File: config.mk
export PLATFORM = sky130hd
export DESIGN_NAME = console_char_cursor_escape_unit
export DESIGN_NICKNAME = d
export VERILOG_FILES = /design/src/rtl/cce_pkg.sv /design/src/rtl/cce_cfg.sv /design/src/rtl/cce_core.sv /design/src/rtl/console_char_cursor_escape_unit.sv
export SDC_FILE = /design/constraint.sdc
export NUM_CORES = 1
export LEC_CHECK = 0
export BUFFER_PORTS_ARGS = -buffer_cell sky130_fd_sc_hd__buf_4
export CAP_MARGIN = 0
export CORE_MARGIN = 1.5
export CORE_UTILIZATION = 45
export CTS_BUF_LIST = sky130_fd_sc_hd__clkbuf_8
export DETAILED_ROUTE_END_ITERATION = 6
export PLACE_DENSITY = 0.72
export SYNTH_ARGS = -nofsm -noshare
export SYNTH_HDL_FRONTEND = slang
export SYNTH_HIERARCHICAL = 1
export SYNTH_SLANG_ARGS = --single-unit
File: constraint.sdc
create_clock -name clk -period 6.8 [get_ports clk]
set_clock_uncertainty 0.15 [all_clocks]
set_input_delay 1.36 -clock clk [delete_from_list [all_inputs] [get_ports clk]]
set_output_delay 1.36 -clock clk [all_outputs]
set_load 0.005 [all_outputs]
File: src/rtl/cce_pkg.sv
`timescale 1ns / 1ps
`default_nettype none

package cce_pkg;

	localparam int COORD_BITS_DEF = 12;

	localparam int COLOR_W   = 24;
	localparam int GW_W      = 6;
	localparam int GH_W      = 7;
	localparam int PIXX_W    = 18;
	localparam int PIXY_W    = 19;
	localparam int CHAR_W    = 8;
	localparam int CFG_IDX_W = 3;
	localparam int OUT_TDATA_W = 72;

	localparam logic [CHAR_W-1:0] CHAR_ESC   = 8'h1B;
	localparam logic [CHAR_W-1:0] CHAR_LF    = 8'h0A;
	localparam logic [CHAR_W-1:0] CHAR_VT    = 8'h0B;
	localparam logic [CHAR_W-1:0] CHAR_CR    = 8'h0D;
	localparam logic [CHAR_W-1:0] CHAR_NUL   = 8'h00;
	localparam logic [CHAR_W-1:0] CHAR_CMD_C = 8'h63;
	localparam logic [CHAR_W-1:0] CHAR_DIG0  = 8'h30;

	localparam logic [CFG_IDX_W-1:0] REG_PAL0   = 3'd0;
	localparam logic [CFG_IDX_W-1:0] REG_PAL1   = 3'd1;
	localparam logic [CFG_IDX_W-1:0] REG_PAL2   = 3'd2;
	localparam logic [CFG_IDX_W-1:0] REG_PAL3   = 3'd3;
	localparam logic [CFG_IDX_W-1:0] REG_GLYPHW = 3'd4;
	localparam logic [CFG_IDX_W-1:0] REG_GLYPHH = 3'd5;

	localparam logic [COLOR_W-1:0] PAL0_RST = 24'hEFEFEF;
	localparam logic [COLOR_W-1:0] PAL1_RST = 24'hDC143C;
	localparam logic [COLOR_W-1:0] PAL2_RST = 24'h8FBC8F;
	localparam logic [COLOR_W-1:0] PAL3_RST = 24'h1E90FF;
	localparam logic [GW_W-1:0]    GW_RST   = 6'd8;
	localparam logic [GH_W-1:0]    GH_RST   = 7'd16;

	typedef struct packed {
		logic [3:0][COLOR_W-1:0] palette;
		logic [GW_W-1:0]         glyph_width;
		logic [GH_W-1:0]         glyph_height;
	} cfg_t;

	typedef struct packed {
		logic [COLOR_W-1:0] draw_color;
		logic [CHAR_W-1:0]  glyph;
		logic [PIXY_W-1:0]  pixel_y;
		logic [PIXX_W-1:0]  pixel_x;
	} draw_t;

	typedef enum logic [2:0] {
		PH_TEXT  = 3'b001,
		PH_CMD   = 3'b010,
		PH_DIGIT = 3'b100
	} phase_t;

endpackage

`default_nettype wire

File: src/rtl/cce_cfg.sv
`timescale 1ns / 1ps
`default_nettype none

// Configuration register file: palette and glyph cell size.
module cce_cfg
	import cce_pkg::*;
(
	input  wire logic                 clk,
	input  wire logic                 arst_n,
	input  wire logic                 cfg_we,
	input  wire logic [CFG_IDX_W-1:0] cfg_index,
	input  wire logic [COLOR_W-1:0]   cfg_data,
	output cfg_t                      cfg
);

	cfg_t cfg_q;

	always_ff @(posedge clk or negedge arst_n) begin
		if (!arst_n) begin
			cfg_q.palette[0]   <= PAL0_RST;
			cfg_q.palette[1]   <= PAL1_RST;
			cfg_q.palette[2]   <= PAL2_RST;
			cfg_q.palette[3]   <= PAL3_RST;
			cfg_q.glyph_width  <= GW_RST;
			cfg_q.glyph_height <= GH_RST;
		end else if (cfg_we) begin
			case (cfg_index)
				REG_PAL0:   cfg_q.palette[0]   <= cfg_data;
				REG_PAL1:   cfg_q.palette[1]   <= cfg_data;
				REG_PAL2:   cfg_q.palette[2]   <= cfg_data;
				REG_PAL3:   cfg_q.palette[3]   <= cfg_data;
				REG_GLYPHW: cfg_q.glyph_width  <= cfg_data[GW_W-1:0];
				REG_GLYPHH: cfg_q.glyph_height <= cfg_data[GH_W-1:0];
				default: begin
				end
			endcase
		end
	end

	assign cfg = cfg_q;

endmodule

`default_nettype wire

File: src/rtl/cce_core.sv
`timescale 1ns / 1ps
`default_nettype none

// Escape decoder, cursor state and pixel position for one registered byte.
module cce_core
	import cce_pkg::*;
#(
	parameter int COORD_BITS = COORD_BITS_DEF
) (
	input  wire logic              clk,
	input  wire logic              arst_n,
	input  wire logic              advance,
	input  wire logic [CHAR_W-1:0] char_s1,
	input  cfg_t                   cfg,
	output logic                   emit,
	output draw_t                  draw
);

	localparam int PX_PROD_W = COORD_BITS + 8;
	localparam int PY_PROD_W = COORD_BITS + 9;

	phase_t                phase_q, phase_d;
	logic [COLOR_W-1:0]    color_q, color_d;
	logic [COORD_BITS-1:0] col_q, col_d;
	logic [COORD_BITS-1:0] row_q, row_d;

	logic [CHAR_W-1:0]     digit;
	logic [COORD_BITS:0]   col_p1;
	logic [COORD_BITS:0]   row_p1;
	logic [GW_W:0]         w_p1;
	logic [GH_W:0]         h_p1;
	logic [PX_PROD_W-1:0]  prod_x;
	logic [PY_PROD_W-1:0]  prod_y;
	logic [PX_PROD_W+PIXX_W-1:0] ext_x;
	logic [PY_PROD_W+PIXY_W-1:0] ext_y;

	assign digit  = char_s1 - CHAR_DIG0;
	assign col_p1 = {1'b0, col_q} + {{COORD_BITS{1'b0}}, 1'b1};
	assign row_p1 = {1'b0, row_q} + {{COORD_BITS{1'b0}}, 1'b1};
	assign w_p1   = {1'b0, cfg.glyph_width} + {{GW_W{1'b0}}, 1'b1};
	assign h_p1   = {1'b0, cfg.glyph_height} + {{GH_W{1'b0}}, 1'b1};

	// Position uses the cursor before this byte moves it; the +1 is taken
	// before any wrap, so the full counter range plus one can appear.
	assign prod_x = PX_PROD_W'(col_p1) * PX_PROD_W'(w_p1);
	assign prod_y = PY_PROD_W'(row_p1) * PY_PROD_W'(h_p1);
	assign ext_x  = {{PIXX_W{1'b0}}, prod_x};
	assign ext_y  = {{PIXY_W{1'b0}}, prod_y};

	always_comb begin
		phase_d = phase_q;
		color_d = color_q;
		col_d   = col_q;
		row_d   = row_q;
		emit    = 1'b0;
		case (phase_q)
			PH_CMD: begin
				if (char_s1 != CHAR_NUL) begin
					phase_d = (char_s1 == CHAR_CMD_C) ? PH_DIGIT : PH_TEXT;
				end
			end
			PH_DIGIT: begin
				if (digit < 8'd4) begin
					color_d = cfg.palette[digit[1:0]];
				end
				phase_d = PH_TEXT;
			end
			default: begin
				phase_d = PH_TEXT;
				if (char_s1 == CHAR_ESC) begin
					phase_d = PH_CMD;
				end else begin
					emit = 1'b1;
					if (char_s1 == CHAR_LF) begin
						col_d = '0;
						row_d = row_p1[COORD_BITS-1:0];
					end else if (char_s1 == CHAR_CR) begin
						col_d = '0;
					end else if (char_s1 == CHAR_VT) begin
						row_d = row_p1[COORD_BITS-1:0];
					end else begin
						col_d = col_p1[COORD_BITS-1:0];
					end
				end
			end
		endcase
	end

	always_ff @(posedge clk or negedge arst_n) begin
		if (!arst_n) begin
			phase_q <= PH_TEXT;
			color_q <= PAL0_RST;
			col_q   <= '0;
			row_q   <= '0;
		end else if (advance) begin
			phase_q <= phase_d;
			color_q <= color_d;
			col_q   <= col_d;
			row_q   <= row_d;
		end
	end

	assign draw.pixel_x    = ext_x[PIXX_W-1:0];
	assign draw.pixel_y    = ext_y[PIXY_W-1:0];
	assign draw.glyph      = char_s1;
	assign draw.draw_color = color_q;

endmodule

`default_nettype wire

File: src/rtl/console_char_cursor_escape_unit.sv
`timescale 1ns / 1ps
`default_nettype none

// Console character unit. Each input beat carries one character byte. The
// block tracks a text cursor, the current drawing color and an escape
// sequence ("ESC c d" picks palette color d, 0 to 3; any other command
// byte ends the sequence, a zero byte while waiting for the command is
// skipped). Every byte other than ESC and the bytes of a sequence yields
// one output beat with the glyph, the color and the pixel position
// (cursor + 1) * (glyph size + 1) taken before the cursor moves; LF, CR and
// VT move the cursor as a terminal does, all else steps one column right,
// and the counters wrap at 2^COORD_BITS. An input beat passes through one
// input register and one output register, with the decode and the two
// small multipliers between them. One byte is taken every cycle while the
// output side keeps up; a stalled output beat holds the single byte in the
// input register, and the input stalls only while both registers are full.
// Configuration writes are taken at any cycle but must only be issued while
// the block is idle.
module console_char_cursor_escape_unit
	import cce_pkg::*;
#(
	parameter int COORD_BITS = COORD_BITS_DEF
) (
	input  wire logic                   clk,
	input  wire logic                   arst_n,
	// Configuration write port; the index follows the register list order.
	input  wire logic                   cfg_we,
	input  wire logic [CFG_IDX_W-1:0]   cfg_index,
	input  wire logic [COLOR_W-1:0]     cfg_data,
	// Input stream.
	input  wire logic                   s_tvalid,
	output logic                        s_tready,
	input  wire logic [CHAR_W-1:0]      s_tdata,   // [7:0] char_code
	// Output stream.
	output logic                        m_tvalid,
	input  wire logic                   m_tready,
	output logic [OUT_TDATA_W-1:0]      m_tdata    // [17:0] pixel_x, [36:18] pixel_y,
	                                               // [44:37] glyph, [68:45] draw_color,
	                                               // [71:69] zero
);

	cfg_t              cfg;
	logic              valid_s1;
	logic [CHAR_W-1:0] char_s1;
	logic              out_free;
	logic              advance;
	logic              emit;
	draw_t             draw;
	logic              out_valid_q;
	draw_t             out_q;

	cce_cfg u_cfg (
		.clk       (clk),
		.arst_n    (arst_n),
		.cfg_we    (cfg_we),
		.cfg_index (cfg_index),
		.cfg_data  (cfg_data),
		.cfg       (cfg)
	);

	// The output register is free when empty or when its beat leaves now.
	assign out_free = !out_valid_q || m_tready;
	// The registered byte is processed once the output register can take
	// its result; bytes that yield nothing go the same way.
	assign advance  = valid_s1 && out_free;
	assign s_tready = !valid_s1 || out_free;

	always_ff @(posedge clk or negedge arst_n) begin
		if (!arst_n) begin
			valid_s1 <= 1'b0;
		end else if (s_tready) begin
			valid_s1 <= s_tvalid;
		end
	end

	always_ff @(posedge clk) begin
		if (s_tready && s_tvalid) begin
			char_s1 <= s_tdata;
		end
	end

	cce_core #(
		.COORD_BITS (COORD_BITS)
	) u_core (
		.clk     (clk),
		.arst_n  (arst_n),
		.advance (advance),
		.char_s1 (char_s1),
		.cfg     (cfg),
		.emit    (emit),
		.draw    (draw)
	);

	always_ff @(posedge clk or negedge arst_n) begin
		if (!arst_n) begin
			out_valid_q <= 1'b0;
		end else if (out_free) begin
			out_valid_q <= advance && emit;
		end
	end

	always_ff @(posedge clk) begin
		if (advance && emit) begin
			out_q <= draw;
		end
	end

	assign m_tvalid = out_valid_q;
	assign m_tdata  = {{(OUT_TDATA_W - $bits(draw_t)){1'b0}}, out_q};

endmodule

`default_nettype wire

Word level (Yosys, flattened, before mapping)
Cells that the tools add are included.

$add $sub $neg: 5. Multiply operators: 2. Order comparisons: 2. Equality and inequality tests: 15. Multiplexer cells: 14. Bitwise logic cells: 2. Reduce and logical (&&, ||, !) cells: 21.

Operator list (count): $mux W12 (6); $bmux W24 S2 (1); $add A12 B1 Y13 const B (2); $eq A8 B4 Y1 const B (3); $mux W24 (1); $mul A13 B8 Y19 (1); $mul A13 B7 Y18 (1); $reduce_and A2 Y1 (7); $eq A3 B2 Y1 const B (3); $eq A3 B3 Y1 const B (3); $add A7 B1 Y8 const B (1); $eq A8 B5 Y1 const B (1); $eq A8 B7 Y1 const B (1); $lt A8 B3 Y1 const B (1); $reduce_bool A8 Y1 (1); $sub A8 B6 Y8 const B (1); $add A6 B1 Y7 const B (1); $mux W3 (2); $pmux W3 S2 (1); $reduce_and A5 Y1 (1); $ne A2 B1 Y1 const B (2); $reduce_and A4 Y1 (1); $eq A3 B1 Y1 const B (1); $logic_and A1 B1 Y1 (3); 11 further kinds (15).

Flip-flop bits (word level): 239. Input bits: 40. Output and inout bits: 74. Word-level logic and storage cells: 78.

Depth between registers and ports, before layout
Gate-level depths: netlist (run 1).

Depth in word-level cells: 4. Mapped depth: 22.

By module
The synthesis (run 1) kept the hierarchy.

By module, submodules not included: cce_core (times used 1, cells an instance 982, area each 9048.7 um^2, seq. area each 1303.8 um^2); cce_cfg (times used 1, cells an instance 236, area each 4232.8 um^2, seq. area each 2806.4 um^2); console_char_cursor_escape_unit (times used 1, cells an instance 91, area each 2449.8 um^2, seq. area each 2362.3 um^2).

Worst setup path before layout (run 1)
Ideal clock, no wire load.

Path kind: flip-flop to flip-flop. Start: register u_cfg.cfg_q, in the netlist u_cfg/cfg[10]. End: register out_q, in the netlist m_tdata[16], data pin. Arrival: 4.941 ns. Data required time: 6.389 ns. Path slack: 1.448 ns. Cell stages (with the launch flop): 19. Clock period less this slack: 5.352 ns. Path through: dfstp_2 > nand2_1 > or3_1 > and2_1 > clkbuf_1 > nor2_1 > fa_1 > fa_1 > fa_1 > inv_1 > fa_1 > inv_1 > ha_1 > o211ai_1 > a21boi_1 > nand4_1 > a31oi_1 > nor4_1 > a311o_1.

RTL lines: from (decl) (RTL line cce_cfg.sv:16) `cfg_t cfg_q;`; to (signal assigned) (RTL line console_char_cursor_escape_unit.sv:104) `out_q <= draw;`; to (decl) (RTL line console_char_cursor_escape_unit.sv:50) `draw_t out_q;`.

==> results of run 1 <==
-- report_power, final --
part / switching [mW] / internal, mW / leakage (nW)
clock network: 0.600 / 0.733 / 0.491
logic: 0.816 / 0.706 / 4.81
registers: 0.138 / 1.83 / 2.61
total: 1.55 / 3.27 / 7.92
-- logic make-up (layout without fill, tap and decap cells) --
kind of cell | after synthesis | count (layout) | share of synthesized area, %
other | 1 | 3 | 0.0238
DFF | 239 | 239 | 41.1
xor gates and xnor gates | 76 | 76 | 4.23
buffers and inverters | 201 | 346 | 5.58
AOI/OAI and AO/OA | 102 | 102 | 4.06
adders and majority gates | 187 | 187 | 20.5
muxes | 159 | 159 | 13.1
and+or+nand+nor | 344 | 344 | 11.4
-- worst max path at each step --
stage	end	slack (ns)	cells past startpoint
5_1_grt	m_tdata[16]	0.24	16
6_report	m_tdata[16]	0.58	16
2_1_floorplan	m_tdata[16]	1.45	18
4_1_cts	m_tdata[16]	0.58	16
3_5_place_dp	m_tdata[16]	0.60	16
3_3_place_gp	m_tdata[16]	0.74	16
-- Yosys cell counts (25+ instances only) --
cell      instances  share of area [%]
a21oi_1          25               0.80
dfrtp_1          77                 12
dfstp_2          85                 14
edfxtp_1         77                 15
fa_1            118                 15
ha_1             69                5.5
inv_1           149                3.6
mux2_2          127                9.1
nand2_1          49                1.2
nor2_1          136                3.2
o21ai_0          27               0.86
or2_2            30                1.2
xnor2_1          51                2.8
xor2_1           25                1.4
-- area by class of cell --
type / count / area (um^2) / area share, %
clock inverters: 31 / 230 / 1.30
repair buffers: 121 / 912 / 5.14
inverters: 149 / 559 / 3.15
clock buffers: 45 / 619 / 3.49
flip-flops and latches: 239 / 6470 / 36.4
multi-input cells: 871 / 8400 / 47.3
well taps: 455 / 569 / 3.21
-- registers in the layout (all words and copies together), names as in the netlist --
name and cells:
char_s1 8, u_core/phase_q 3, m_tdata 69, m_tvalid 1, u_cfg/cfg 109, u_core/color_q 24
u_core/row_q 12, valid_s1 1, u_core/col_q 12
-- layer usage --
layer,share of wire (%),global-route usage (%)
met5,0,0
met3,5.8,4.35
met2,48,29.4
met4,2.0,4.67
met1,44,23.4
-- worst max-delay path, delay by kind of cell, from the launching register on --
family	cells	cell delay [ns]
AND/OR/NAND/NOR	5	1.23
AO/OA/AOI/OAI	4	1.14
adder cells (fa/ha/maj)	6	2.68
buffers and inverters	1	0.06
flip-flops	1	0.71
-- per-stage QoR --
step | util [%] | hold WS, ns | total power, mW | area, um^2
floorplan | - | 0.269 | 3.08 | 15700
global route | 51.5 | 0.315 | 5.20 | 17800
finish | 51.5 | 0.299 | 4.82 | 17800
CTS | 51.5 | 0.301 | 4.90 | 17800
global placement | 49.1 | 0.274 | 3.48 | 16900
detailed placement | 49.1 | 0.288 | 3.53 | 16900
==> results.sh, run 1 <==
export IMPL_ys_warn_count=6
export IMPL_min_from="u_core/color_q[20]"
export IMPL_finalMaxSlewViolations=0
export IMPL_clk_pin_slew_ns=0.06
export IMPL_ios=114
export IMPL_cts_sinks=239
export IMPL_antenna_found_initial=0
export IMPL_start_kind="flip-flop"
export IMPL_post_cts_buffers=0
export IMPL_placed_cells=1835
export IMPL_root_buffer="clkbuf_8"
export IMPL_drive_gt1_share_pct=31.3
export IMPL_power_leakage_nw=7.92
export IMPL_ys_async_sr_fraction_pct=67.8
export IMPL_drtIter0Drc=567
export IMPL_cp_data_required_time_ns=6.95
export IMPL_avgSynthCellArea_um2=12.0
export IMPL_ys_flop_type="dfstp_2"
export IMPL_cts_tree="yes"
export IMPL_die_w_um=190
export IMPL_worstPathArrival_ns=6.37
export IMPL_fin_crit_ns=6.22
export IMPL_cts_resized=0
export IMPL_status="completed"
export IMPL_cts_buffer_depth=3
export IMPL_grt_pass1_vias=10312
export IMPL_fp_row_count=68
export IMPL_rsz0062_at_grt="no"
export IMPL_area_delta_synth_final_pct=12.9
export IMPL_clock_latency_ns=0.56
export IMPL_max_freq_mhz=161
export IMPL_syn_area_mm2=0.0157
export IMPL_start_util_pct=45.7
export IMPL_tns_ns=0
export IMPL_crit_fanout=17
export IMPL_nets=1650
export IMPL_finalWorstSetupSlack_ns=0.576
export IMPL_ant_nets=0
export IMPL_grt_usage_pct=17.8
export IMPL_num_antenna_cells=0
export IMPL_cts_buffers=41
export IMPL_vias=9853
export IMPL_grt_max_degree=124
export IMPL_reg2reg_slack_ns=0.58
export IMPL_worst_r2r_cell_count=16
export IMPL_slowest_delay_ns=0.71
export IMPL_synth_distinct_cells=69
export IMPL_preCtsSetupSlack_ns=0.598
export IMPL_dieArea_mm2=0.0361
export IMPL_holdCritPathClass="flip-flop to flip-flop"
export IMPL_critPathLaunch="u_cfg/cfg[7]"
export IMPL_worst_path_most_repeated_cell="fa_1"
export IMPL_routed_wl_um=31200
export IMPL_stdcell_count=1911
export IMPL_h_tree_depth=2
export IMPL_die_h_um=190
export IMPL_layout_cells_most_common="inv_1"
export IMPL_hold_viol=0
export IMPL_grt_overflow=0
export IMPL_synthCells=1309
export IMPL_core_area_mm2=0.0345
export IMPL_grt_pass1_wl_um=51900
export IMPL_final_cell_mix="164 x inv_1, 136 x nor2_1, 127 x mux2_2, 120 x buf_4, 118 x fa_1"
export IMPL_r2r_start="u_cfg/cfg[7]"
export IMPL_r2r_end="m_tdata[16]"
export IMPL_maxCapViolations=0
export IMPL_slew_limit_headroom_pct=26.3
export IMPL_worstPathCellList="ha_1 > and3_1 > nand3_1 > or2_2 > fa_1 > fa_1 > inv_1 > fa_1 > fa_1 > ha_1 > o21ai_0 > o211ai_1 > nand4_1 > a31oi_1 > nor4_1 > a311o_1"
export IMPL_ir_worst_vdd_mv=0.182
export IMPL_cp_end_kind="flip-flop"
export IMPL_place_gp_congestion=0.840
export IMPL_tightestPinTransition_ns=1.11
export IMPL_cpMaxStageDelayCell="dfrtp_1"
export IMPL_critPathKind="flip-flop to flip-flop"
export IMPL_finalSetupViolCount=0
export IMPL_min_to="m_tdata[65]"
export IMPL_holdPathStages=0
export IMPL_postCtsHoldBufs=0
export IMPL_port_buffers=110
export IMPL_p_per_area_mw_per_mm2=272
export IMPL_fillCellCount=3022
export IMPL_seq_area_frac_synth_pct=41.1
export IMPL_wl_per_cell_um=16.3
export IMPL_dp_hpwl_um=22200
export IMPL_via_per_inst=5.16
export IMPL_finalCritPeriodShare_pct=91.5
export IMPL_synth_seq_cells=239
export IMPL_drc=0
export IMPL_first_pass_iters=4
export IMPL_synth_edf_count=77
No activity file was read; power rests on OpenSTA's default activity.
==> run 2: changes to the inputs <==
- CORE_UTILIZATION: 45 -> 35
- CTS_CLUSTER_SIZE: unset -> 16
- PLACE_DENSITY: 0.72 -> 0.61
==> run 2 against run 1 <==
Effect of this change: clock-buffer cell count is 7 higher; cell count is 7.6% higher; hold slack better by 0.0013 ns; first-iteration DRC count is 15% lower.
==> results.sh, run 2 (synthesis results as in run 1) <==
export IMPL_via_per_inst=4.77
export IMPL_grt_max_degree=99
export IMPL_clk_pin_slew_ns=0.06
export IMPL_finalCritPeriodShare_pct=92.4
export IMPL_postCtsHoldBufs=0
export IMPL_maxCapViolations=0
export IMPL_preCtsSetupSlack_ns=0.540
export IMPL_place_gp_congestion=0.820
export IMPL_layout_cells_most_common="inv_1"
export IMPL_crit_family="adder cells"
export IMPL_worst_path_most_repeated_cell="fa_1"
export IMPL_die_h_um=215
export IMPL_fp_row_count=77
export IMPL_p_per_area_mw_per_mm2=274
export IMPL_hold_viol=0
export IMPL_h_tree_depth=2
export IMPL_grt_pass1_wl_um=54700
export IMPL_num_antenna_cells=0
export IMPL_slew_limit_headroom_pct=21.9
export IMPL_worstPathCellList="ha_1 > and3_1 > nand3_1 > or2_2 > fa_1 > fa_1 > inv_1 > fa_1 > fa_1 > ha_1 > o21ai_0 > o211ai_1 > nand4_1 > a31oi_1 > nor4_1 > a311o_1"
export IMPL_die_w_um=215
export IMPL_cp_end_kind="flip-flop"
export IMPL_fillCellCount=4282
export IMPL_cpMaxStageDelayCell="dfrtp_1"
export IMPL_grt_overflow=0
export IMPL_critPathKind="flip-flop to flip-flop"
export IMPL_ir_worst_vdd_mv=0.164
export IMPL_drtIter0Drc=484
export IMPL_tns_ns=0
export IMPL_routed_wl_um=33100
export IMPL_finalSetupViolCount=0
export IMPL_use_met3_pct=3.54
export IMPL_largest_reg_flops=109
export IMPL_nets=1655
export IMPL_rsz0062_at_grt="no"
export IMPL_cts_sinks=239
export IMPL_vias=9809
export IMPL_cp_num_buf_inv=1
export IMPL_busiest_layer="met2"
export IMPL_dieArea_mm2=0.0462
export IMPL_total_power_mw=4.95
export IMPL_port_buffers=110
export IMPL_wl_per_cell_um=16.1
export IMPL_slowest_delay_ns=0.71
export IMPL_crit_fanout=17
export IMPL_area_delta_synth_final_pct=14.5
export IMPL_start_kind="flip-flop"
export IMPL_power_leakage_nw=7.96
export IMPL_clock_latency_ns=0.61
export IMPL_fin_crit_ns=6.28
export IMPL_placed_area_mm2=0.0171
export IMPL_stdcell_area_mm2=0.0180
export IMPL_cts_buffers=45
export IMPL_grt_usage_pct=14.6
export IMPL_holdCritPathClass="flip-flop to flip-flop"
export IMPL_first_pass_iters=5
export IMPL_cp_data_required_time_ns=7.01
export IMPL_cts_buffer_depth=3
export IMPL_multi_input_area_mm2=0.00840
export IMPL_ios=114
export IMPL_max_freq_mhz=159
export IMPL_grtUsageMet2_pct=24.5
export IMPL_core_area_mm2=0.0443
export IMPL_final_cell_mix="164 x inv_1, 136 x nor2_1, 127 x mux2_2, 121 x buf_4, 118 x fa_1"
export IMPL_finalWorstSetupSlack_ns=0.518
export IMPL_cts_tree="yes"
export IMPL_grt_pass1_vias=10508
export IMPL_dp_hpwl_um=23600
export IMPL_grtUsageMet1_pct=18.5
export IMPL_status="completed"
export IMPL_tightestPinTransition_ns=1.17
export IMPL_seq_area_mm2=0.00647
export IMPL_ant_nets=0
export IMPL_drc=0
export IMPL_worstPathArrival_ns=6.49
export IMPL_finalMaxSlewViolations=0
export IMPL_post_cts_buffers=0
export IMPL_drive_gt1_share_pct=31.7
export IMPL_cts_resized=0
export IMPL_start_util_pct=35.5
export IMPL_antenna_found_initial=0
export IMPL_root_buffer="clkbuf_8"
[run 2: changes by cell type in the layout (fill, tap and decap cells not counted), sizes merged]
cell and delta:
clkinvlp +3, clkbuf +7, buf +1, bufinv -1
clkinv -1
[run 2: through the flow]
stage,utilization (%),std cells,hold WS [ns]
after detailed placement,38.6,1973,0.284
after floorplan,-,1311,0.269
after global routing,40.7,2057,0.316
after global placement,38.6,1973,0.280
after CTS,40.7,2057,0.292
final,40.7,2057,0.300
[run 2: area by class of cell]
class	instances	area share [%]
clock inverters	32	1.19
inverters	149	3.10
multi-input cells	871	46.6
flip-flops and latches	239	35.9
clock buffers	52	3.97
repair buffers	122	5.10
well taps	592	4.11
[run 2: path summary, 6_finish.rpt]
kind                                    from              end  slack, ns  depth (start not counted)
setup / recovery                u_cfg/cfg[7]      m_tdata[16]       0.52                         16
hold / removal             u_core/color_q[4]      m_tdata[49]       0.30                          0
setup reg to reg                u_cfg/cfg[7]      m_tdata[16]       0.52                         16
hold reg to reg            u_core/color_q[4]      m_tdata[49]       0.30                          0
max in group asynchronous             arst_n  u_core/col_q[5]       4.44                          2
min in group asynchronous             arst_n   u_cfg/cfg[107]       0.69                          1
[run 2: power breakdown]
group	total [mW]	leakage (nW)	switching [mW]	internal (mW)
combinational	1.55	4.82	0.837	0.712
clock	1.43	0.526	0.646	0.783
sequential	1.97	2.61	0.137	1.83
[run 2: routing by layer]
layer / share of wire (%) / vias to the layer above / wire [um]
li1: - / 4620 / -
met1: 45 / 4932 / 14800
met2: 48 / 200 / 15800
met3: 5.1 / 57 / 1700
met4: 2.4 / 0 / 786
met5: 0 / - / 0
==> run 3: changes to the inputs <==
--- a/config.mk
+++ b/config.mk
@@ -9,9 +9,9 @@
 export CAP_MARGIN = 0
 export CORE_MARGIN = 1.5
-export CORE_UTILIZATION = 35
+export CORE_UTILIZATION = 46
 export CTS_BUF_LIST = sky130_fd_sc_hd__clkbuf_8
 export CTS_CLUSTER_SIZE = 16
 export DETAILED_ROUTE_END_ITERATION = 6
-export PLACE_DENSITY = 0.61
+export PLACE_DENSITY = 0.74
 export SYNTH_ARGS = -nofsm -noshare
 export SYNTH_HDL_FRONTEND = slang
==> constraint.sdc (replaced) <==
create_clock -name clk -period 6.8 [get_ports clk]
set_clock_uncertainty 0.15 [all_clocks]
set_input_delay 1.36 -clock clk [delete_from_list [all_inputs] [get_ports clk]]
set_output_delay 1.36 -clock clk [all_outputs]
set_load 0.05 [all_outputs]
==> run 3 against run 2 <==
Effect of this change: utilization up 12 points; non-clock buffer count shrank 1; register-to-register slack better by 0.08 ns; critical endpoint unchanged; critical path depth rose by 2; global-route usage rose by 3.5 points; sequential share of layout area rose by 0.53 points; die area is 24% lower; largest power group unchanged.
==> results.sh, run 3 (synthesis results as in run 1) <==
export IMPL_cts_buffer_depth=3
export IMPL_first_pass_iters=4
export IMPL_num_antenna_cells=0
export IMPL_seq_power_share_pct=39.2
export IMPL_power_switching_mw=1.77
export IMPL_p_int_mw=3.25
export IMPL_finalCritPeriodShare_pct=91.2
export IMPL_tightestPinTransition_ns=1.06
export IMPL_power_leakage_nw=7.93
export IMPL_postCtsHoldBufs=0
export IMPL_worstPathCellList="ha_1 > and4_1 > nand2_1 > xor2_1 > nor2_1 > fa_1 > fa_1 > fa_1 > inv_1 > fa_1 > inv_1 > ha_1 > o211ai_1 > a21boi_1 > nand4_1 > a31oi_1 > nor4_1 > a311o_1"
export IMPL_fp_row_count=67
export IMPL_grt_overflow=0
export IMPL_preCtsSetupSlack_ns=0.610
export IMPL_slowest_delay_ns=0.60
export IMPL_ios=114
export IMPL_worstPathArrival_ns=6.35
export IMPL_finalSetupViolCount=0
export IMPL_drc=0
export IMPL_maxCapViolations=0
export IMPL_start_util_pct=46.8
export IMPL_power_frac_comb_pct=34.7
export IMPL_worst_path_most_repeated_cell="fa_1"
export IMPL_tns_ns=0
export IMPL_root_buffer="clkbuf_8"
export IMPL_area_delta_synth_final_pct=12.9
export IMPL_grt_pass1_vias=10444
export IMPL_drtIter0Drc=352
export IMPL_clk_pin_slew_ns=0.06
export IMPL_fin_crit_ns=6.20
export IMPL_dieArea_mm2=0.0353
export IMPL_post_cts_buffers=0
export IMPL_start_kind="flip-flop"
export IMPL_cpMaxStageDelayCell="fa_1"
export IMPL_crit_fanout=12
export IMPL_p_per_area_mw_per_mm2=283
export IMPL_largest_reg_flops=109
export IMPL_rsz0062_at_grt="no"
export IMPL_status="completed"
export IMPL_finalMaxSlewViolations=0
export IMPL_cts_buffers=42
export IMPL_drive_gt1_share_pct=31.6
export IMPL_die_h_um=188
export IMPL_clock_latency_ns=0.57
export IMPL_grt_usage_pct=18.1
export IMPL_layout_cells_most_common="inv_1"
export IMPL_via_per_inst=5.15
export IMPL_finalWorstSetupSlack_ns=0.599
export IMPL_slew_limit_headroom_pct=29.3
export IMPL_cp_end_kind="flip-flop"
export IMPL_multi_input_area_mm2=0.00840
export IMPL_port_buffers=110
export IMPL_nets=1651
export IMPL_ir_worst_vdd_mv=0.171
export IMPL_place_gp_congestion=0.868
export IMPL_dp_hpwl_um=22100
export IMPL_power_share_switching_pct=35.3
export IMPL_vias=9818
export IMPL_die_w_um=188
export IMPL_hold_viol=0
export IMPL_cts_tree="yes"
export IMPL_h_tree_depth=2
export IMPL_holdCritPathClass="flip-flop to flip-flop"
export IMPL_grt_pass1_wl_um=52300
export IMPL_seq_area_mm2=0.00647
export IMPL_ant_nets=0
export IMPL_cp_data_required_time_ns=6.95
export IMPL_clkPwrFrac_pct=26.1
export IMPL_final_cell_mix="164 x inv_1, 136 x nor2_1, 127 x mux2_2, 120 x buf_4, 118 x fa_1"
export IMPL_cts_sinks=239
export IMPL_wl_per_cell_um=16.2
export IMPL_grt_max_degree=102
export IMPL_routed_wl_um=31000
export IMPL_critPathKind="flip-flop to flip-flop"
export IMPL_cts_resized=0
export IMPL_max_freq_mhz=161
export IMPL_antenna_found_initial=0
export IMPL_core_area_mm2=0.0336
export IMPL_fillCellCount=2865
==> run 3: area by class of cell <==
| class | count | share of cell area (%) |
|---|---|---|
| multi-input cells | 871 | 47.3 |
| flip-flops and latches | 239 | 36.5 |
| repair buffers | 121 | 5.14 |
| clock buffers | 52 | 4.03 |
| well taps | 448 | 3.16 |
| inverters | 149 | 3.15 |
| clock inverters | 26 | 0.782 |
==> run 3: path summary, 6_finish.rpt <==
check                                         from         endpoint  slack, ns  depth (start not counted)
worst max-delay path               u_core/col_q[0]      m_tdata[16]       0.60                         18
worst min-delay path            u_core/color_q[20]      m_tdata[65]       0.30                          0
worst max register to register     u_core/col_q[0]      m_tdata[16]       0.60                         18
worst min register to register  u_core/color_q[20]      m_tdata[65]       0.30                          0
max in group asynchronous                   arst_n  u_core/col_q[2]       4.38                          2
min in group asynchronous                   arst_n    u_cfg/cfg[54]       0.74                          1
==> run 3: per-stage QoR <==
| step | util, % | total power [mW] | cell area, um^2 | instances | hold slack [ns] |
|---|---|---|---|---|---|
| floorplan | - | 3.31 | 15700 | 1311 | 0.269 |
| global placement | 50.3 | 3.69 | 16900 | 1828 | 0.282 |
| detailed placement | 50.3 | 3.75 | 16900 | 1828 | 0.283 |
| CTS | 52.8 | 5.09 | 17800 | 1906 | 0.302 |
| global route | 52.8 | 5.39 | 17800 | 1906 | 0.312 |
| finish | 52.8 | 5.02 | 17800 | 1906 | 0.301 |
==> run 3: power groups by stage <==
| stage | Combinational, mW | Sequential, mW | Clock, mW |
|---|---|---|---|
| global route | 1.97 | 2.00 | 1.43 |
| CTS | 1.76 | 1.97 | 1.36 |
| finish | 1.74 | 1.97 | 1.31 |
| floorplan | 1.14 | 2.17 | 0 |
| detailed placement | 1.75 | 1.99 | 0 |
| global placement | 1.72 | 1.98 | 0 |
==> run 3: per-layer routing <==
layer  up-vias  part of all wire [%]  global-route usage (%)
li1       4603                     -                       -
met1      4979                    45                    24.1
met2       196                    48                    30.2
met3        40                   5.4                    4.02
met4         0                   1.7                    4.77
met5         -                     0                       0
==> run 3: worst max-delay path, delay by kind of cell, from the launching register on <==
family / cells / cell delay (ns)
buf+inv: 2 / 0.09
compound gates: 4 / 1.09
fa+ha+maj: 6 / 2.73
xor+xnor: 1 / 0.53
simple gates: 5 / 0.79
flops: 1 / 0.55
